`config.mk`:
```
export PLATFORM = sky130hd
export DESIGN_NAME = euyq_cell
export DESIGN_NICKNAME = d
export VERILOG_FILES = /design/src/rtl/euler_yxz_to_quaternion_top_assert.svh /design/src/rtl/euyq_pkg.sv /design/src/rtl/euyq_cell.sv
export SDC_FILE = /design/constraint.sdc
export NUM_CORES = 1
export LEC_CHECK = 0
export BUFFER_PORTS_ARGS = -buffer_cell sky130_fd_sc_hd__buf_2
export CAP_MARGIN = 10
export CORE_AREA = 5 5 280 255
export CTS_BUF_LIST = sky130_fd_sc_hd__clkbuf_8
export DETAILED_ROUTE_END_ITERATION = 16
export DIE_AREA = 0 0 285 260
export HOLD_SLACK_MARGIN = 0.08
export PLACE_DENSITY = 0.67
export REMOVE_ABC_BUFFERS = 1
export SYNTH_ARGS = -nofsm -noshare
export SYNTH_HDL_FRONTEND = slang
export SYNTH_SLANG_ARGS = --single-unit
```
`constraint.sdc`:
```
create_clock -name clk -period 0.95 [get_ports clk]
set_input_delay 0.19 -clock clk [delete_from_list [all_inputs] [get_ports clk]]
set_output_delay 0.19 -clock clk [all_outputs]
set_load 0.01 [all_outputs]
```
`src/rtl/euler_yxz_to_quaternion_top_assert.svh`:
```
// assertion macros shared by the euler to quaternion rtl
`ifndef EULER_YXZ_TO_QUATERNION_TOP_ASSERT_SVH
`define EULER_YXZ_TO_QUATERNION_TOP_ASSERT_SVH

// condition implies consequence in the same cycle
`define EYQ_ASSERT_SAME(label, cond, cons) \
	label: assert property (@(posedge clk) disable iff (!arst_n) (cond) |-> (cons)) \
		else $error("%m: check failed");

// condition implies consequence in the next cycle
`define EYQ_ASSERT_NEXT(label, cond, cons) \
	label: assert property (@(posedge clk) disable iff (!arst_n) (cond) |=> (cons)) \
		else $error("%m: check failed");

`endif

```
`src/rtl/euyq_pkg.sv`:
```
// shared types, constants and tables for the euler to quaternion block
package euyq_pkg;

	localparam int unsigned ANGLE_FRAC_BITS_DEF = 13;
	localparam int unsigned OUT_FRAC_BITS_DEF   = 14;
	localparam int unsigned CORDIC_STAGES_DEF   = 16;

	localparam int unsigned CW = 34;  // cordic datapath width, q2.30 plus headroom
	localparam int unsigned HW = 40;  // width of an unreduced half angle
	localparam int unsigned MAX_TURNS = 3;

	localparam logic signed [HW-1:0] PI_Q30      = 40'sd3373259426;
	localparam logic signed [HW-1:0] HALF_PI_Q30 = 40'sd1686629713;
	localparam logic signed [HW-1:0] TWO_PI_Q30  = 40'sd6746518852;
	localparam logic signed [CW-1:0] GAIN_Q30    = 34'sd652032874;

	typedef struct packed {
		logic signed [CW-1:0] x;
		logic signed [CW-1:0] y;
		logic signed [CW-1:0] z;
		logic                 neg;
	} axis_t;

	// one entry per angle: 0 is x, 1 is y, 2 is z
	typedef struct packed {
		axis_t [2:0] ax;
	} trio_t;

	function automatic logic [31:0] atan_q30(input logic [4:0] i);
		logic [31:0] r;
		begin
			case (i)
				5'd0:  r = 32'd843314856;
				5'd1:  r = 32'd497837829;
				5'd2:  r = 32'd263043836;
				5'd3:  r = 32'd133525158;
				5'd4:  r = 32'd67021686;
				5'd5:  r = 32'd33543515;
				5'd6:  r = 32'd16775850;
				5'd7:  r = 32'd8388437;
				5'd8:  r = 32'd4194282;
				5'd9:  r = 32'd2097149;
				5'd10: r = 32'd1048575;
				5'd11: r = 32'd524287;
				5'd12: r = 32'd262143;
				5'd13: r = 32'd131071;
				5'd14: r = 32'd65535;
				5'd15: r = 32'd32767;
				5'd16: r = 32'd16383;
				5'd17: r = 32'd8191;
				5'd18: r = 32'd4095;
				5'd19: r = 32'd2047;
				5'd20: r = 32'd1023;
				5'd21: r = 32'd511;
				5'd22: r = 32'd255;
				5'd23: r = 32'd127;
				5'd24: r = 32'd63;
				5'd25: r = 32'd31;
				5'd26: r = 32'd15;
				5'd27: r = 32'd7;
				5'd28: r = 32'd3;
				5'd29: r = 32'd1;
				default: r = 32'd0;
			endcase
			return r;
		end
	endfunction

	// fold a q2.30 half angle into [-pi/2, pi/2] and load the cordic start values
	function automatic axis_t init_axis(input logic signed [HW-1:0] h_in);
		logic signed [HW-1:0] h;
		axis_t a;
		begin
			h = h_in;
			for (int t = 0; t < MAX_TURNS; t++) begin
				if (h > PI_Q30)
					h = h - TWO_PI_Q30;
				else if (h < -PI_Q30)
					h = h + TWO_PI_Q30;
			end
			a.neg = 1'b0;
			if (h > HALF_PI_Q30) begin
				h = h - PI_Q30;
				a.neg = 1'b1;
			end else if (h < -HALF_PI_Q30) begin
				h = h + PI_Q30;
				a.neg = 1'b1;
			end
			a.x = GAIN_Q30;
			a.y = '0;
			a.z = h[CW-1:0];
			return a;
		end
	endfunction

endpackage

```
`src/rtl/euyq_cell.sv`:
```
// one cordic rotation step for all three angles
module euyq_cell #(
	parameter int unsigned STAGE = 0
) (
	input  logic            clk,
	input  logic            arst_n,
	input  logic            en,
	input  logic            vld_in,
	input  euyq_pkg::trio_t d_in,
	output logic            vld_s1,
	output euyq_pkg::trio_t d_s1
);
	import euyq_pkg::*;

	logic signed [CW-1:0] ang;
	trio_t nxt;

	assign ang = $signed({{(CW-32){1'b0}}, atan_q30(5'(STAGE))});

	always_comb begin
		nxt = d_in;
		for (int a = 0; a < 3; a++) begin
			if (!d_in.ax[a].z[CW-1]) begin
				nxt.ax[a].x = d_in.ax[a].x - (d_in.ax[a].y >>> STAGE);
				nxt.ax[a].y = d_in.ax[a].y + (d_in.ax[a].x >>> STAGE);
				nxt.ax[a].z = d_in.ax[a].z - ang;
			end else begin
				nxt.ax[a].x = d_in.ax[a].x + (d_in.ax[a].y >>> STAGE);
				nxt.ax[a].y = d_in.ax[a].y - (d_in.ax[a].x >>> STAGE);
				nxt.ax[a].z = d_in.ax[a].z + ang;
			end
		end
	end

	always_ff @(posedge clk or negedge arst_n) begin
		if (!arst_n) begin
			vld_s1 <= 1'b0;
		end else if (en) begin
			vld_s1 <= vld_in;
		end
	end

	always_ff @(posedge clk) begin
		if (en) begin
			d_s1 <= nxt;
		end
	end

endmodule

```
# After elaboration in Yosys (flattened, before gate mapping)
# Cells that the tools add are included.
word_totals:
  register_bits: 310
  elab_cells: 31
  out_inout_bits: 310
  inputBits: 313
classes:
  add_sub_neg: 15
  mux: 3
ops:
  columns: ["cell", "n"]
  rows:
  - ["$mux W102", 3]
  - ["$sub A34 B34 Y34", 6]
  - ["$add A34 B31 Y34 const B", 3]
  - ["$add A34 B34 Y34", 3]
  - ["$sub A34 B31 Y34 const B", 3]

# Logic depth before layout (Yosys ltp)
logic_depth:
  depth_word: 2
  mapped_depth: 15
  mapped_depth_nobuf: 13

# Least setup slack after synthesis
# No wires, ideal clock.
synth_path:
  kind: "input to register"
  startpoint: "in d_in[34] (netlist bit)"
  endpoint: "reg d_s1[33] (netlist bit), data pin"
  path_slack_ps: -2758
  setup_time_ps: 264
  path_buffers: 2
  t_required_ps: 686
  arrival_time_ps: 3444
  path_stages: 14
  path_cell_list: "clkbuf_1 -> clkinv_1 -> clkbuf_1 -> ha_1 -> a21o_1 -> a21oi_1 -> or4_1 -> a41oi_1 -> o21ai_0 -> a21oi_1 -> o41ai_1 -> o21a_1 -> a31oi_1 -> xor2_1"
synth_rtl:
  columns: ["item", "line_no", "rtl"]
  rows:
  - ["start: declaration", "euyq_cell.sv:9", "input euyq_pkg::trio_t d_in,"]
  - ["end signal: assignment", "euyq_cell.sv:45", "d_s1 <= nxt;"]
  - ["end: declaration", "euyq_cell.sv:11", "output euyq_pkg::trio_t d_s1"]

==> results.py <==
metrics = {
    "clock_tree": {
        "htree_num_levels": 2,
        "clkTransAtPathRegs_ns": 0.06,
        "cts_tree": "yes",
        "cts-hold-fix-buffers": 36,
        "clock_tree_root": "clkbuf_8",
        "cts_buffer_count": 58,
        "worstSkewPairLatency_ns": 0.67,
        "clock_tree.buffer_depth": 3,
        "cts_num_sinks": 307,
    },
    "placement": {
        "postPlaceCellArea_sq_mm": 0.0432,
        "globalplace.congestion": 1.01,
        "placedCellCount": 6090,
        "dpl.hpwl_mm": 100,
        "place.port_buffers": 622,
    },
    "final_layout": {
        "design.final.nets": 6203,
        "ff_latch_area_sq_mm": 0.00921,
        "post-route-cell-area_sq_mm": 0.0524,
        "mostFrequentLayoutCell": "buf_4",
        "layout.cells.most_common_list": "buf_4, buf_2, inv_1",
        "layout.filler_cells": 4356,
        "area_of_combinational_cells_with_multiple_inputs_sq_mm": 0.0242,
        "layout-area-overhead-vs-synth_pct": 72.8,
        "drive_above_1_share_pct": 50.3,
        "stdcell_count": 6438,
        "finish.utilization_pct": 77.1,
    },
    "timing": {
        "whs_ns": -0.0749,
        "maxSlewViolCount": 0,
        "max_frequency_mhz": 388,
        "finalWorstSetupSlack_ns": -1.63,
        "timing.final.crit_period_ns": 2.58,
        "period_share_pct": 271,
        "setup_tns_final_ns": -427.01,
        "timing.max_slew.rel_slack_pct": 30.5,
        "timing.clock.skew_ns": 0,
        "setup_repair_after_global_routing_missed_its_margin": "yes",
        "hold_viol_final": 2,
        "worst_slew_pin_slew_ns": 1.04,
        "setup_viol_count_final": 839,
    },
    "setup_path": {
        "timing.critical_path.from_type": "input pin",
        "path_cells": "buf_8 -> buf_6 -> inv_4 -> ha_4 -> fa_2 -> nor2b_2 -> o21ai_2 -> a21boi_2 -> o21ai_2 -> a2111oi_4 -> buf_4 -> o211ai_1 -> o31a_1 -> o21ba_4 -> a211oi_2 -> xnor2_1",
        "cpMaxStageDelayCell": "fa_2",
        "max_stage_delay_on_crit_path_ns": 0.35,
        "setup.worst_path.end_class": "register",
        "crit_family": "compound AO/OA/AOI/OAI gates",
        "timing.critical_path.fanout_max": 3,
        "worstPathBufferInverterCount": 4,
        "timing_worst_setup_path_type": "input pin to register",
        "timing.critical_path.required_ns": 1.38,
        "cp_common_cell": "o21ai_2",
        "worst_ep_arrival_time_ns": 3.01,
    },
    "yosys": {
        "synth.ff_latch_count": 307,
        "synthArstFlopShare_pct": 0.326,
        "syn_inst": 3516,
        "synth-warning-count": 0,
        "synthesis.area_sq_mm": 0.0303,
        "synthFlopType": "edfxtp_1",
        "unique_masters_post_synth": 84,
        "post_synth_edffs": 306,
        "synth.yosys.seq_area_share_pct": 30.4,
        "post_synth.cell_area_avg_sq_um": 8.63,
    },
    "run": {
        "drv_cap": 0,
    },
    "status": {
        "failed_checks": "negative hold slack, negative setup slack",
        "outcome": "complete, but fails checks",
    },
    "floorplan": {
        "die_height_microns": 260,
        "top_level_ports": 623,
        "total_number_of_placement_rows": 91,
        "die_width_microns": 285,
        "start_util_pct": 44.6,
        "core_area_sq_mm": 0.0680,
        "floorplan.die_area_sq_mm": 0.0741,
    },
    "global_routing": {
        "global_route_wire_length_before_repair_mm": 201,
        "via_count_of_the_first_global_routing_pass": 35700,
        "grt.total_usage_pct": 33.9,
        "grt.overflow.total": 0,
        "grt_start_max_net_pins": 79,
        "grt_antenna_before_repair": 15,
    },
    "power": {
        "power_density_mw_per_mm2": 1280,
        "share_of_power_burned_in_registers_pct": 28.1,
        "ir_worst_vdd_uv": 1040,
        "share_clk_of_total_power_pct": 21.3,
        "switching_share_pct": 37.4,
        "power_uw": 67200,
        "power.leakage_uw": 0.0244,
        "p_int_uw": 42100,
        "power_switching_uw": 25200,
        "power.combinational.fraction_pct": 50.7,
    },
    "drt": {
        "avgRoutedWirePerCell_microns": 21.9,
        "postRouteAntennaNets": 0,
        "avgViaCountPerCell": 5.70,
        "drcViolationCount": 0,
        "dr.first_iter.drc_count": 3373,
        "routed_wirelength_mm": 141,
        "first_pass_iters": 7,
        "vias": 36700,
    },
    "hold_path": {
        "class_of_the_tightest_hold_or_removal_check": "input pin to register",
    },
}
[timing repair]
item	in CTS	in global routing
endpoints found under the hold margin	313	25
pin swaps	431	310
gates resized for setup	956	391
gates cloned	1	0
setup endpoints to repair	576	762
setup buffers	150	97
[synthesized netlist by cell type, types with 9 or more instances]
master	number	area [sq um]
o21ai_0	226	1130
o41ai_1	10	87.6
fa_1	12	240
buf_1	32	120
edfxtp_1	306	9190
and3_1	16	100
nor3_1	72	360
ha_1	384	4800
o211ai_1	32	240
o22ai_1	10	62.6
nor4_1	22	138
nand3_1	50	250
a211oi_1	27	203
nand2_1	175	657
xnor2_1	228	2000
nand2b_1	44	275
mux2i_1	38	380
or4_1	10	75.1
nand4_1	36	225
inv_1	331	1240
a221oi_1	9	78.8
a21oi_1	414	2070
o21bai_1	91	683
a21o_1	116	871
and2_1	10	62.6
o21a_1	37	278
clkinv_1	13	48.8
o31ai_1	38	285
or2_2	11	68.8
xor2_1	44	385
nor2_1	287	1080
or3_1	28	175
o2111ai_1	12	105
clkbuf_1	94	353
nor2b_1	42	263
o21ai_1	9	45.0
a31oi_1	37	231
[cells by family (layout without fill, tap and decap cells)]
| group | count (synthesis) | count (layout) | synth area share (%) |
|---|---|---|---|
| AOI/OAI and AO/OA | 1181 | 1181 | 24.6 |
| xor gates and xnor gates | 272 | 272 | 7.85 |
| adders and majority gates | 396 | 396 | 16.6 |
| buffers and inverters | 487 | 2515 | 6.14 |
| DFF | 307 | 307 | 30.4 |
| muxes | 39 | 39 | 1.29 |
| other | 0 | 11 | 0 |
| and+or+nand+nor | 834 | 834 | 13.1 |
[power groups by stage]
stage | Combinational (uW) | Clock (uW) | Sequential [uW]
detailed placement | 26100 | 0 | 19100
floorplan | 11100 | 0 | 20000
CTS | 30500 | 14500 | 18800
global placement | 25800 | 0 | 19000
finish | 34100 | 14300 | 18900
global route | 35900 | 15200 | 19000
[registers in the layout (all words and copies together), names as in the netlist]
register	flops
d_s1	306
vld_s1	1
[final cells by class]
type                            instances  share of cell area, %
Tap cell                              883                   2.11
Clock buffer                           61                   1.60
Inverter                              347                   2.66
Multi-Input combinational cell       2722                   46.1
Sequential cell                       307                   17.6
Timing Repair Buffer                 2058                   29.1
Antenna cell                           11                 0.0525
Clock inverter                         49                  0.752
[metrics by stage]
step                setup slack [ns]  hold slack (ns)
floorplan                      -2.87           -0.106
global placement               -2.57          -0.0357
detailed placement             -2.62          -0.0346
CTS                            -1.64           -0.171
global route                   -1.67           -0.107
finish                         -1.63          -0.0749
[worst paths after layout]
path	cells after the start	end	from	slack (ns)
setup / recovery	16	d_s1[164]$_DFFE_PP_	d_in[138]	-1.63
hold / removal	2	d_s1[5]$_DFFE_PP_	d_in[5]	-0.07
setup reg to reg	1	vld_s1$_DFFE_PN0P_	vld_s1$_DFFE_PN0P_	0.20
hold reg to reg	1	vld_s1$_DFFE_PN0P_	vld_s1$_DFFE_PN0P_	0.52
max in group asynchronous	3	vld_s1$_DFFE_PN0P_	arst_n	0.47
min in group asynchronous	3	vld_s1$_DFFE_PN0P_	arst_n	0.38
[per-layer routing]
metal,track usage [%],up-vias,share of wire [%]
li1,-,16700,-
met1,43.6,17400,39
met2,55.7,2064,46
met3,6.63,526,8.9
met4,15.0,6,6.0
met5,0,-,0.025
Power figures use the tool's default switching activity.
